`config.mk`:
```
export PLATFORM = sky130hd
export DESIGN_NAME = rotator_position_relay_controller
export DESIGN_NICKNAME = d
export VERILOG_FILES = /design/src/rtl/rprc_pkg.sv /design/src/rtl/rotator_position_relay_controller.sv
export SDC_FILE = /design/constraint.sdc
export NUM_CORES = 1
export LEC_CHECK = 0
export BUFFER_PORTS_ARGS = -buffer_cell sky130_fd_sc_hd__buf_2
export CORE_UTILIZATION = 40
export CTS_BUF_LIST = sky130_fd_sc_hd__clkbuf_8 sky130_fd_sc_hd__clkbuf_16
export CTS_CLUSTER_DIAMETER = 40
export DETAILED_ROUTE_END_ITERATION = 10
export PLACE_DENSITY = 0.67
export SYNTH_ARGS = -nofsm -noshare
export SYNTH_HDL_FRONTEND = slang
export SYNTH_SLANG_ARGS = --single-unit
```
`constraint.sdc`:
```
create_clock -name clk -period 14.9 [get_ports clk]
set_input_delay 1.49 -clock clk [delete_from_list [all_inputs] [get_ports clk]]
set_output_delay 1.49 -clock clk [all_outputs]
set_load 0.01 [all_outputs]
```
`src/rtl/rprc_pkg.sv`:
```
`timescale 1ns / 1ps
// Shared types, constants and codes of the rotator position relay controller.
package rprc_pkg;

	typedef logic [11:0]        angle_t;
	typedef logic signed [13:0] goal_t;
	typedef logic [10:0]        dead_zone_t;
	typedef logic [1:0]         path_t;
	typedef logic [1:0]         cfg_index_t;

	localparam int ANGLE_W     = 12;
	localparam int GOAL_W      = 14;
	localparam int DEAD_ZONE_W = 11;

	// Angles in tenths of a degree.
	localparam angle_t FULL_TURN = 12'd3600;
	localparam angle_t HALF_TURN = 12'd1800;
	localparam angle_t SIM_STEP  = 12'd3;
	localparam goal_t  FULL_TURN_S = 14'sd3600;

	// Request types.
	localparam logic REQ_TICK = 1'b0;
	localparam logic REQ_MOVE = 1'b1;

	// Path modes.
	localparam path_t PATH_SHORTEST = 2'd0;
	localparam path_t PATH_CW       = 2'd1;
	localparam path_t PATH_CCW      = 2'd2;

	// Configuration register indexes.
	localparam cfg_index_t CFG_DEAD_ZONE  = 2'd0;
	localparam cfg_index_t CFG_INVERT_CW  = 2'd1;
	localparam cfg_index_t CFG_INVERT_CCW = 2'd2;
	localparam cfg_index_t CFG_SIMULATE   = 2'd3;

endpackage

```
`src/rtl/rotator_position_relay_controller.sv`:
```
`timescale 1ns / 1ps
// Bang-bang azimuth controller: two exclusive relay drives, goal tracking and wrap handling.
//
// The block takes one transaction per clock cycle while in_stall is low and returns exactly
// one result for each: an input register holds the request, then a single layer of
// compare-and-add logic updates azimuth, goal and the two drive flags and loads the result
// register. The state loop closes through that logic, so consecutive requests see each
// other's effect without a gap. The result register and the input register decouple the two
// sides, so a new request is taken while a finished result still waits. Configuration writes
// are taken in every cycle (cfg_ready is always high) and must only be made while no result
// is outstanding. Angles are in tenths of a degree; there is no start-up clearing period.
module rotator_position_relay_controller (
	input  logic                      clk,
	input  logic                      arst_n,
	// Request channel
	input  logic                      in_valid,
	output logic                      in_stall,
	input  logic                      req_type,
	input  rprc_pkg::angle_t          position_in,
	input  rprc_pkg::angle_t          target_in,
	input  rprc_pkg::path_t           path,
	// Result channel
	output logic                      out_valid,
	input  logic                      out_stall,
	output logic                      relay_cw,
	output logic                      relay_ccw,
	output logic                      moving_cw,
	output logic                      moving_ccw,
	output rprc_pkg::angle_t          position_out,
	output rprc_pkg::goal_t           goal_out,
	// Configuration write channel
	input  logic                      cfg_valid,
	output logic                      cfg_ready,
	input  rprc_pkg::cfg_index_t      cfg_index,
	input  rprc_pkg::dead_zone_t      cfg_data
);

	// Configuration registers
	rprc_pkg::dead_zone_t dead_zone_q;
	logic                 invert_cw_q;
	logic                 invert_ccw_q;
	logic                 simulate_q;

	// Input register
	logic                 valid_s1;
	logic                 req_type_s1;
	rprc_pkg::angle_t     position_s1;
	rprc_pkg::angle_t     target_s1;
	rprc_pkg::path_t      path_s1;

	// Controller state
	rprc_pkg::angle_t     azimuth_q;
	rprc_pkg::goal_t      goal_q;
	logic                 drive_cw_q;
	logic                 drive_ccw_q;

	// Next-state logic
	logic                 advance;
	logic                 fire;
	rprc_pkg::angle_t     target_f;
	rprc_pkg::angle_t     position_f;
	rprc_pkg::angle_t     move_diff;
	rprc_pkg::angle_t     tick_diff;
	rprc_pkg::goal_t      target_s;
	rprc_pkg::angle_t     azimuth_nxt;
	rprc_pkg::goal_t      goal_nxt;
	rprc_pkg::goal_t      azimuth_nxt_s;
	logic                 drive_cw_nxt;
	logic                 drive_ccw_nxt;

	assign cfg_ready = 1'b1;

	// The result register frees when it is empty or its content is being taken.
	assign advance  = !out_valid || !out_stall;
	assign fire     = valid_s1 && advance;
	assign in_stall = valid_s1 && !advance;

	always_ff @(posedge clk or negedge arst_n) begin
		if (!arst_n) begin
			dead_zone_q  <= '0;
			invert_cw_q  <= 1'b0;
			invert_ccw_q <= 1'b0;
			simulate_q   <= 1'b1;
		end else if (cfg_valid && cfg_ready) begin
			unique case (cfg_index)
				rprc_pkg::CFG_DEAD_ZONE:  dead_zone_q  <= cfg_data;
				rprc_pkg::CFG_INVERT_CW:  invert_cw_q  <= cfg_data[0];
				rprc_pkg::CFG_INVERT_CCW: invert_ccw_q <= cfg_data[0];
				rprc_pkg::CFG_SIMULATE:   simulate_q   <= cfg_data[0];
				default: ;
			endcase
		end
	end

	always_ff @(posedge clk or negedge arst_n) begin
		if (!arst_n) begin
			valid_s1 <= 1'b0;
		end else if (!in_stall) begin
			valid_s1 <= in_valid;
		end
	end

	always_ff @(posedge clk) begin
		if (in_valid && !in_stall) begin
			req_type_s1 <= req_type;
			position_s1 <= position_in;
			target_s1   <= target_in;
			path_s1     <= path;
		end
	end

	assign target_f   = (target_s1 >= rprc_pkg::FULL_TURN) ? target_s1 - rprc_pkg::FULL_TURN
		: target_s1;
	assign position_f = (position_s1 >= rprc_pkg::FULL_TURN)
		? position_s1 - rprc_pkg::FULL_TURN : position_s1;
	assign move_diff  = (azimuth_q > target_f) ? azimuth_q - target_f : target_f - azimuth_q;
	assign target_s   = rprc_pkg::goal_t'({2'b00, target_f});

	always_comb begin
		azimuth_nxt   = azimuth_q;
		goal_nxt      = goal_q;
		drive_cw_nxt  = drive_cw_q;
		drive_ccw_nxt = drive_ccw_q;
		tick_diff     = '0;
		azimuth_nxt_s = '0;
		if (req_type_s1 == rprc_pkg::REQ_MOVE) begin
			goal_nxt = target_s;
			if (move_diff > {1'b0, dead_zone_q}) begin
				unique case (path_s1)
					rprc_pkg::PATH_SHORTEST: begin
						if (azimuth_q > target_f) begin
							if (move_diff < rprc_pkg::HALF_TURN) begin
								drive_cw_nxt  = 1'b0;
								drive_ccw_nxt = 1'b1;
							end else begin
								goal_nxt      = target_s + rprc_pkg::FULL_TURN_S;
								drive_cw_nxt  = 1'b1;
								drive_ccw_nxt = 1'b0;
							end
						end else begin
							if (move_diff < rprc_pkg::HALF_TURN) begin
								drive_cw_nxt  = 1'b1;
								drive_ccw_nxt = 1'b0;
							end else begin
								goal_nxt      = target_s - rprc_pkg::FULL_TURN_S;
								drive_cw_nxt  = 1'b0;
								drive_ccw_nxt = 1'b1;
							end
						end
					end
					rprc_pkg::PATH_CW: begin
						if (azimuth_q >= target_f) begin
							goal_nxt = target_s + rprc_pkg::FULL_TURN_S;
						end
						drive_cw_nxt  = 1'b1;
						drive_ccw_nxt = 1'b0;
					end
					rprc_pkg::PATH_CCW: begin
						if (azimuth_q <= target_f) begin
							goal_nxt = target_s - rprc_pkg::FULL_TURN_S;
						end
						drive_cw_nxt  = 1'b0;
						drive_ccw_nxt = 1'b1;
					end
					default: ;
				endcase
			end
		end else begin
			if (simulate_q) begin
				if (drive_cw_q) begin
					azimuth_nxt = (azimuth_q >= rprc_pkg::FULL_TURN - rprc_pkg::SIM_STEP)
						? azimuth_q - (rprc_pkg::FULL_TURN - rprc_pkg::SIM_STEP)
						: azimuth_q + rprc_pkg::SIM_STEP;
				end else if (drive_ccw_q) begin
					// An exact zero stays zero; only an underflow wraps.
					azimuth_nxt = (azimuth_q < rprc_pkg::SIM_STEP)
						? azimuth_q + (rprc_pkg::FULL_TURN - rprc_pkg::SIM_STEP)
						: azimuth_q - rprc_pkg::SIM_STEP;
				end
			end else begin
				azimuth_nxt = position_f;
			end
			// Between ticks the previous azimuth always equals the held one, so a jump of
			// more than half a turn against it marks a wrap.
			tick_diff = (azimuth_nxt > azimuth_q) ? azimuth_nxt - azimuth_q
				: azimuth_q - azimuth_nxt;
			if (tick_diff > rprc_pkg::HALF_TURN) begin
				if (goal_q > rprc_pkg::FULL_TURN_S) begin
					goal_nxt = goal_q - rprc_pkg::FULL_TURN_S;
				end else if (goal_q < 0) begin
					goal_nxt = goal_q + rprc_pkg::FULL_TURN_S;
				end
			end
			azimuth_nxt_s = rprc_pkg::goal_t'({2'b00, azimuth_nxt});
			if (drive_cw_q && (azimuth_nxt_s > goal_nxt)) begin
				drive_cw_nxt = 1'b0;
			end
			if (drive_ccw_q && (azimuth_nxt_s < goal_nxt)) begin
				drive_ccw_nxt = 1'b0;
			end
		end
	end

	always_ff @(posedge clk or negedge arst_n) begin
		if (!arst_n) begin
			azimuth_q   <= '0;
			goal_q      <= '0;
			drive_cw_q  <= 1'b0;
			drive_ccw_q <= 1'b0;
		end else if (fire) begin
			azimuth_q   <= azimuth_nxt;
			goal_q      <= goal_nxt;
			drive_cw_q  <= drive_cw_nxt;
			drive_ccw_q <= drive_ccw_nxt;
		end
	end

	always_ff @(posedge clk or negedge arst_n) begin
		if (!arst_n) begin
			out_valid <= 1'b0;
		end else if (advance) begin
			out_valid <= valid_s1;
		end
	end

	always_ff @(posedge clk) begin
		if (fire) begin
			relay_cw     <= drive_cw_nxt ^ invert_cw_q;
			relay_ccw    <= drive_ccw_nxt ^ invert_ccw_q;
			moving_cw    <= drive_cw_nxt;
			moving_ccw   <= drive_ccw_nxt;
			position_out <= azimuth_nxt;
			goal_out     <= goal_nxt;
		end
	end

	// The two drives are never on together.
	a_drives_exclusive: assert property (@(posedge clk) disable iff (!arst_n)
		!(drive_cw_q && drive_ccw_q))
		else $error("both relay drives active");

	// The held azimuth stays within one turn.
	a_azimuth_range: assert property (@(posedge clk) disable iff (!arst_n)
		azimuth_q < rprc_pkg::FULL_TURN)
		else $error("azimuth out of range");

	// The extended goal stays within one turn either side.
	a_goal_range: assert property (@(posedge clk) disable iff (!arst_n)
		(goal_q >= -rprc_pkg::FULL_TURN_S) && (goal_q < rprc_pkg::FULL_TURN_S + rprc_pkg::FULL_TURN_S))
		else $error("goal out of range");

	// A transaction leaving the input register always lands in the result register.
	a_result_follows: assert property (@(posedge clk) disable iff (!arst_n)
		fire |=> out_valid)
		else $error("result lost after update");

endmodule

```
==> impl_metrics.toml, run 1 <==
[placement]
buffer_ports.inserted = 76
place.detailed.instances = 1373
placed_cell_area_mm2 = 0.00960
globalplace.congestion = 0.981
detailedPlacementHpwl_um = 19600

[power]
comb_power_share_pct = 69.7
net-switching-power_uw = 1260
power_frac_seq_pct = 20.1
pwr_cell_area_mw_per_mm2 = 246
peak_supply_drop_v = 0.0000933
p_int_uw = 1180
power.clock.fraction_pct = 10.2
p_leak_uw = 0.00414
switching_share_pct = 51.5

[clock_tree]
cts-hold-fix-buffers = 0
cts.path.max_buffers = 2
postCtsSetupRepairBufs = 0
numCtsBuffers = 9
cts.root.buffer_cell = "sky130_fd_sc_hd__clkbuf_16"
clk-insertion-delay-late_ns = 0.37
clk_transition_reported_paths_ns = 0.07
postCtsResizedCells = 0
clock_sink_count = 101
h-tree-depth = 3
cts_tree = "done"

[setup_path]
worst_ep_required_time_ns = 15.01
critPathMostFrequentCell = "sky130_fd_sc_hd__o21ai_0"
worst_ep_arrival_time_ns = 9.03
worstSetupStartpointType = "register"
critPathBufInv = 2
timing.setup.critical_path_class = "register to register"
endpoint_kind = "register"
cpLargestDelayFamily = "compound AO/OA/AOI/OAI gates"
slowest_stage = "sky130_fd_sc_hd__ha_1"
critical-path-max-stage-delay_ns = 0.60
crit_fanout = 16

[status]
run_status = "complete, but fails checks"
violated_checks = "DRC"

[timing]
worst-slew-pin-transition_ns = 1.03
rsz0062_at_grt = "no"
report.final.slew_viol_count = 0
final.setup.tns_ns = 0
clock-skew-final_ns = 0.00961
slew_limit_headroom_pct = 30.7
maxClockFrequency_mhz = 112
fin_crit_sh_pct = 59.8
finalHoldViolations = 0
period_needed_ns = 8.92
setup_viol = 0

[detailed_routing]
antenna_violating_nets_post_route = 0
num_vias = 8189
wl_um = 25600
total_drc_errors_in_the_routed_layout = 2
drt_pre_antenna_iters = 8
routed_via_density = 5.90
detail_route.iter0.violations = 842
wl_per_cell_um = 18.4

[yosys]
synth_cell_types = 83
synth_cells = 1064
post_synth.cell_area_avg_um2 = 8.50
post_synth_instance_area_mm2 = 0.00904
post_synth_main_area_contributors = "sky130_fd_sc_hd__edfxtp_1 19%, sky130_fd_sc_hd__dfrtp_1 12%, sky130_fd_sc_hd__ha_1 11%"
asyncSetResetFlopFracSynth_pct = 43.6
synth-seq-area-share_pct = 31.1
post_synth_top_cells = "102 x sky130_fd_sc_hd__nand2_1, 91 x sky130_fd_sc_hd__a21oi_1, 81 x sky130_fd_sc_hd__ha_1, 81 x sky130_fd_sc_hd__inv_1, 79 x sky130_fd_sc_hd__o21ai_0"
ys_seq_elements = 101
ys.warnings.count = 0
synth_top_area_share_pct = 18.9
post-synth-top-count-cell = "sky130_fd_sc_hd__nand2_1"
syn_nets = 1194
synth.largest_area_cell = "sky130_fd_sc_hd__edfxtp_1"
synth_enable_flop_cells = 57
yosys_most_used_dff = "sky130_fd_sc_hd__edfxtp_1"

[die]
fp-row-count = 54
fp.dieH_um = 152
initial_core_utilization_pct = 41.1
dieArea_mm2 = 0.0232
die_width_um = 152
core_area_mm2 = 0.0220
pin_count = 78

[finish]
final_core_density_pct = 45.0
finish.cell_count_without_fillers = 1389
final_area_mm2 = 0.00990
antenna_cells_inserted = 0
flow.area_growth_from_synthesis_pct = 9.49
layout-drive-gt1-share_pct = 12.6
nets = 1234
n_fill_cell = 2201

[global_route]
antenna_found_initial = 0
grt_max_degree = 62
globalRoute.totalOverflow = 0
grt.met3_usage_pct = 4.01
grt_use_met2_pct = 34.6
gr-usage-met1_pct = 29.9
globalRoute.busiestLayer = "met2"
grt_first_pass_wirelength_um = 40700
grt_use_total_pct = 22.1
number_of_global_route_vias_before_repair = 7634

[hold_path]
timing.hold.worst.class = "register to register"

[flow_run]
cap_violations = 0
-- routing by layer --
| layer | vias to the layer above | wire (um) |
|---|---|---|
| met4 | 0 | 919 |
| met5 | - | 0 |
| met2 | 310 | 11400 |
| met1 | 3863 | 11700 |
| met3 | 53 | 1560 |
| li1 | 3963 | - |
-- sequential cells by signal, summed over array words and instances, names as in the netlist, 2 cells and up --
register      cells
target_s1        12
position_out     12
goal_out         14
goal_q           14
position_s1      12
path_s1           2
dead_zone_q      11
azimuth_q        12
-- layout make-up --
class | count | area (um^2) | area share (%)
clock buffers | 10 | 239 | 2.41
inverters | 85 | 319 | 3.22
multi-input cells | 826 | 5700 | 57.5
repair buffers | 81 | 418 | 4.22
flip-flops and latches | 101 | 2810 | 28.4
well taps | 280 | 350 | 3.54
clock inverters | 6 | 63.8 | 0.645
-- through the flow --
step	hold slack, ns	worst slack [ns]	total power [uW]
2_1_floorplan	0.457	7.48	1730
3_3_place_gp	0.470	6.48	2140
3_5_place_dp	0.481	6.17	2150
4_1_cts	0.490	6.13	2410
5_1_grt	0.533	5.21	2640
6_report	0.488	5.98	2440
-- power by group through the flow --
| stage | Clock, uW | Sequential (uW) | Combinational, uW |
|---|---|---|---|
| floorplan | 0 | 448 | 1280 |
| CTS | 254 | 487 | 1670 |
| global placement | 0 | 491 | 1650 |
| detailed placement | 0 | 493 | 1650 |
| finish | 248 | 490 | 1700 |
| global route | 265 | 502 | 1870 |
-- layout by cell type (no fill, tap or decap), drive strengths merged, types with 10 or more instances in the layout --
cell type  count
o21a          13
buf           81
edfxtp        57
and3          11
nor2          59
ha            81
nand4         18
nand2        103
o21ai         84
inv           85
xor2          18
dfrtp         43
mux2i         16
nand2b        10
o31ai         11
nor2b         10
a31oi         16
mux2          28
nor4          14
a21o          14
clkbuf        10
xnor2         35
nand3         42
a21oi         92
nor3          24
-- cell families after synthesis --
kind of cell / after synthesis / share of synthesized area (%)
simple gates: 328 / 18.0
compound gates: 315 / 22.4
buf+inv: 137 / 5.94
flops: 101 / 31.1
fa+ha+maj: 85 / 12.1
xor+xnor: 53 / 5.13
mux: 44 / 5.26
other cells: 1 / 0.0415
-- path summary, 6_finish.rpt --
| kind | start | endpoint | slack, ns | cells after the start |
|---|---|---|---|---|
| max in group asynchronous | arst_n | dead_zone_q[7]$_DFFE_PN0P_ | 13.23 | 2 |
| hold / removal | valid_s1$_DFFE_PN0N_ | out_valid$_DFFE_PN0N_ | 0.49 | 1 |
| hold reg to reg | valid_s1$_DFFE_PN0N_ | out_valid$_DFFE_PN0N_ | 0.49 | 1 |
| setup reg to reg | azimuth_q[1]$_DFFE_PN0P_ | relay_ccw$_DFFE_PP_ | 5.98 | 34 |
| setup / recovery | azimuth_q[1]$_DFFE_PN0P_ | relay_ccw$_DFFE_PP_ | 5.98 | 34 |
| min in group asynchronous | arst_n | valid_s1$_DFFE_PN0N_ | 1.21 | 2 |
Note: power is estimated with default switching activity, not from simulation.
==> run 2, diff against run 1 <==
- clock period: 14.9 -> 8.65 ns (I/O delays scaled with it)
==> run 2 against run 1 <==
Against the previous run:
- the run still ends with DRC left
- non-clock buffer count up 14
- clock power increased by 79%
- register-to-register slack got worse by 5.5 ns
- utilization grew 0.68 points
- maximum frequency grew 9.3%
- die area stayed put
- largest power group unchanged
==> impl_metrics.toml, run 2 (synthesis gave the netlist of run 1 again) <==
[status]
run_status = "complete, but fails checks"
violated_checks = "DRC"

[timing]
report.final.slew_viol_count = 0
slew_limit_headroom_pct = 30.7
worst-slew-pin-transition_ns = 1.03
final_critical_path_setup_slack_ns = 0.496
maxClockFrequency_mhz = 123
clock-skew-final_ns = 0.0122
period_needed_ns = 8.15
setup_viol = 0
fin_crit_sh_pct = 94.3
final.setup.tns_ns = 0
finalHoldViolations = 0

[power]
power_frac_seq_pct = 19.3
switching_share_pct = 51.4
net-switching-power_uw = 2210
power.clock.fraction_pct = 10.3
p_leak_uw = 0.00420
peak_supply_drop_v = 0.000158
design_power_total_uw = 4300
pwr_cell_area_mw_per_mm2 = 428
p_int_uw = 2090
comb_power_share_pct = 70.4

[detailed_routing]
wl_um = 26300
routed_via_density = 5.94
total_drc_errors_in_the_routed_layout = 2
num_vias = 8331
drt_pre_antenna_iters = 10
wl_per_cell_um = 18.8
antenna_violating_nets_post_route = 0
detail_route.iter0.violations = 697

[die]
fp-row-count = 54
pin_count = 78
die_width_um = 152
dieArea_mm2 = 0.0232
initial_core_utilization_pct = 41.1
fp.dieH_um = 152
core_area_mm2 = 0.0220

[clock_tree]
numCtsBuffers = 9
h-tree-depth = 3
cts.root.buffer_cell = "sky130_fd_sc_hd__clkbuf_16"
clk-insertion-delay-late_ns = 0.37
clock_sink_count = 101
cts-hold-fix-buffers = 0
cts.path.max_buffers = 2
cts_tree = "done"
clk_transition_reported_paths_ns = 0.08

[finish]
flow.area_growth_from_synthesis_pct = 11.1
antenna_cells_inserted = 0
final_area_mm2 = 0.0100
multi_input_comb_area_mm2 = 0.00572
layout-drive-gt1-share_pct = 14.6
n_fill_cell = 2194
final_cell_mix = "102 x sky130_fd_sc_hd__nand2_1, 91 x sky130_fd_sc_hd__a21oi_1, 80 x sky130_fd_sc_hd__inv_1, 80 x sky130_fd_sc_hd__ha_1, 79 x sky130_fd_sc_hd__o21ai_0"
nets = 1248
layout_commonest_cell = "sky130_fd_sc_hd__nand2_1"
area_of_all_sequential_standard_cells_mm2 = 0.00282
largest_registers = "goal_out x14, goal_q x14"

[setup_path]
endpoint_kind = "register"
critical-path-max-stage-delay_ns = 0.52
reg2regPathDepth = 36
worst_ep_required_time_ns = 8.76
crit_fanout = 10
reg2reg_slack_ns = 0.50
timing.setup.critical_path_class = "register to register"
slowest_stage = "sky130_fd_sc_hd__dfrtp_2"
critPathMostFrequentCell = "sky130_fd_sc_hd__o21ai_0"
critical_path.reg2reg.startpoint = "azimuth_q[1]$_DFFE_PN0P_"
worstSetupStartpointType = "register"
worst_ep_arrival_time_ns = 8.27
worst_r2r_endpoint = "relay_ccw$_DFFE_PP_"

[hold_path]
hold_start = "valid_s1$_DFFE_PN0N_"
worst_hold_path.endpoint = "out_valid$_DFFE_PN0N_"
timing.hold.worst.class = "register to register"
hold_depth = 1

[global_route]
grt_first_pass_wirelength_um = 41900
antenna_found_initial = 0
globalRoute.totalOverflow = 0
number_of_global_route_vias_before_repair = 7731
grt_use_total_pct = 22.8
grt_max_degree = 48

[placement]
buffer_ports.inserted = 76
detailedPlacementHpwl_um = 20200
post-place-ws_ns = 0.194
globalplace.congestion = 0.958
placed_cell_area_mm2 = 0.00967

[flow_run]
cap_violations = 0
==> run 2: how the worst max path moves through the flow <==
stage,start,to,slack [ns]
floorplan,azimuth_q[1]$_DFFE_PN0P_,relay_ccw$_DFFE_PP_,1.23
global placement,azimuth_q[1]$_DFFE_PN0P_,relay_ccw$_DFFE_PP_,0.51
detailed placement,azimuth_q[1]$_DFFE_PN0P_,relay_ccw$_DFFE_PP_,0.19
CTS,azimuth_q[1]$_DFFE_PN0P_,relay_ccw$_DFFE_PP_,0.18
global route,azimuth_q[1]$_DFFE_PN0P_,relay_ccw$_DFFE_PP_,-0.04
finish,azimuth_q[1]$_DFFE_PN0P_,relay_ccw$_DFFE_PP_,0.50
==> run 2: area by class of cell <==
class,count,share of cell area [%]
timing repair buffer,95,5.20
multi-input combinational,826,57.0
sequential,101,28.0
tap,280,3.49
clock inverter,7,0.872
inverter,85,3.21
clock buffer,9,2.24
==> run 2: per-layer routing <==
layer	wire (um)	vias to the layer above	track usage (%)
li1	-	3993	-
met1	11900	3962	30.9
met2	11800	333	36.0
met3	1810	43	4.38
met4	758	0	8.31
met5	0	-	0
==> run 2: what timing repair did <==
item                                    in CTS  in global routing
hold endpoints to repair                     0                  0
endpoints found under the setup margin       0                  6
buffers inserted                             0                  4
resized for setup                            0                 12
==> run 2: critical path, delay by kind of cell, from the launching register on <==
family | cells | cell delay (ns)
adder cells (fa/ha/maj) | 3 | 1.00
flip-flops | 1 | 0.52
XOR/XNOR | 2 | 0.32
AND/OR/NAND/NOR | 13 | 2.61
buffers and inverters | 3 | 0.51
AO/OA/AOI/OAI | 15 | 2.95
==> run 2: per-stage QoR <==
stage	utilization (%)	instances	hold slack, ns
2_1_floorplan	-	1064	0.457
3_3_place_gp	43.9	1383	0.471
3_5_place_dp	43.9	1383	0.478
4_1_cts	45.3	1399	0.499
5_1_grt	45.6	1403	0.550
6_report	45.6	1403	0.498
==> run 2: power by group through the flow <==
stage | Sequential, uW | Clock (uW) | Combinational, uW
6_report | 831 | 445 | 3030
5_1_grt | 850 | 471 | 3330
4_1_cts | 822 | 454 | 2940
3_5_place_dp | 832 | 0 | 2910
3_3_place_gp | 831 | 0 | 2900
2_1_floorplan | 772 | 0 | 2210
==> run 3, diff against run 2 <==
- CORE_ASPECT_RATIO: not set -> 1.75
- PLACE_DENSITY: 0.67 -> not set
- PLACE_DENSITY_LB_ADDON: not set -> 0.25
==> run 3 against run 2 <==
Against the previous run:
- the run now ends clean
- power grew 2.5%
- hold slack gained 0.012 ns
- critical path depth shrank 1
==> impl_metrics.toml, run 3 (synthesis gave the netlist of run 1 again) <==
[setup_path]
critical-path-max-stage-delay_ns = 0.51
worst_ep_arrival_time_ns = 8.09
critPathBufInv = 3
worst_r2r_endpoint = "relay_ccw$_DFFE_PP_"
worstSetupStartpointType = "register"
crit_fanout = 12
cpLargestDelayFamily = "compound AO/OA/AOI/OAI gates"
endpoint_kind = "register"
reg2regPathDepth = 35
cp-startpoint = "azimuth_q[0]$_DFFE_PN0P_"
critical_path.reg2reg.startpoint = "azimuth_q[0]$_DFFE_PN0P_"
reg2reg_slack_ns = 0.68
slowest_stage = "sky130_fd_sc_hd__dfrtp_1"
timing.setup.critical_path_class = "register to register"
worst_ep_required_time_ns = 8.77

[clock_tree]
clock_sink_count = 101
cts.root.buffer_cell = "sky130_fd_sc_hd__clkbuf_16"
clk-insertion-delay-late_ns = 0.39
numCtsBuffers = 9
cts.path.max_buffers = 2
postCtsSetupRepairBufs = 0
cts_tree = "done"
clk_transition_reported_paths_ns = 0.07
h-tree-depth = 3

[placement]
buffer_ports.inserted = 76
detailedPlacementHpwl_um = 22800
globalplace.congestion = 1.01

[die]
fp-row-count = 72
core_area_mm2 = 0.0222
fp.dieH_um = 201
die_width_um = 116
dieArea_mm2 = 0.0232
pin_count = 78
initial_core_utilization_pct = 40.8

[global_route]
globalRoute.totalOverflow = 0
antenna_found_initial = 0
grt_use_total_pct = 26.0
grt_first_pass_wirelength_um = 45100
grt_max_degree = 48
number_of_global_route_vias_before_repair = 8287

[detailed_routing]
wl_um = 28600
routed_via_density = 5.76
total_drc_errors_in_the_routed_layout = 0
drt_pre_antenna_iters = 7
antenna_violating_nets_post_route = 0
wl_per_cell_um = 20.1
detail_route.iter0.violations = 397
num_vias = 8178

[finish]
flow.area_growth_from_synthesis_pct = 11.5
layout-drive-gt1-share_pct = 14.1
nets = 1249
largest_registers = "goal_out x14, goal_q x14"
n_fill_cell = 2253
final_cell_mix = "102 x sky130_fd_sc_hd__nand2_1, 91 x sky130_fd_sc_hd__a21oi_1, 83 x sky130_fd_sc_hd__inv_1, 81 x sky130_fd_sc_hd__ha_1, 79 x sky130_fd_sc_hd__o21ai_0"
layout_commonest_cell = "sky130_fd_sc_hd__nand2_1"
antenna_cells_inserted = 0

[power]
pwr_cell_area_mw_per_mm2 = 437
p_leak_uw = 0.00423
peak_supply_drop_v = 0.000165

[flow_run]
cap_violations = 0

[timing]
setup_viol = 0
finalHoldViolations = 0
fin_crit_sh_pct = 92.2
rsz0062_at_grt = "no"
worst_hold_slack_ns = 0.510
maxClockFrequency_mhz = 125
worst-slew-pin-transition_ns = 1.06
slew_limit_headroom_pct = 28.9
clock-skew-final_ns = 0.0155
final.setup.tns_ns = 0
period_needed_ns = 7.97
report.final.slew_viol_count = 0

[hold_path]
worst_hold_path.endpoint = "out_valid$_DFFE_PN0N_"
hold_depth = 1
hold_start = "valid_s1$_DFFE_PN0N_"
timing.hold.worst.class = "register to register"

[status]
run_status = "completed"
[run 3: final cells by class]
cell class | count | area [um^2] | area share, %
clock inverters | 7 | 108 | 1.07
repair buffers | 96 | 531 | 5.26
multi-input cells | 826 | 5720 | 56.7
inverters | 85 | 319 | 3.16
clock buffers | 9 | 225 | 2.23
well taps | 296 | 370 | 3.67
flip-flops and latches | 101 | 2810 | 27.9
[run 3: where the power goes]
part / switching, uW / internal [uW] / leakage (uW)
Combinational: 1910 / 1200 / 0.00299
Clock: 193 / 279 / 0.000172
Sequential: 171 / 661 / 0.00107
[run 3: routing by layer]
metal / part of all wire [%] / GRT usage, % / wire length [um]
met1: 36 / 26.3 / 10200
met2: 54 / 47.4 / 15300
met3: 3.3 / 3.59 / 950
met4: 7.4 / 18.4 / 2110
met5: 0 / 0 / 0
[run 3: what timing repair did]
action                     in CTS  in global routing
hold endpoints to repair        0                  0
hold buffers                    0                  0
setup endpoints to repair       0                  7
gates resized for setup         0                  5
[run 3: through the flow]
step / util (%) / total power (uW) / worst slack [ns] / std cells / instance area, um^2
floorplan: - / 2990 / 1.23 / 1064 / 9040
global placement: 43.9 / 3860 / 0.609 / 1404 / 9730
detailed placement: 43.9 / 3860 / 0.553 / 1404 / 9730
CTS: 45.4 / 4350 / 0.508 / 1420 / 10100
global route: 45.5 / 4750 / 0.0112 / 1420 / 10100
finish: 45.5 / 4410 / 0.679 / 1420 / 10100
[run 3: how the worst max path moves through the flow]
stage | endpoint | cells after the start
detailed placement | goal_q[5]$_DFFE_PN0P_ | 28
global placement | goal_q[5]$_DFFE_PN0P_ | 28
global route | relay_ccw$_DFFE_PP_ | 35
finish | relay_ccw$_DFFE_PP_ | 35
floorplan | relay_ccw$_DFFE_PP_ | 37
CTS | goal_q[5]$_DFFE_PN0P_ | 28
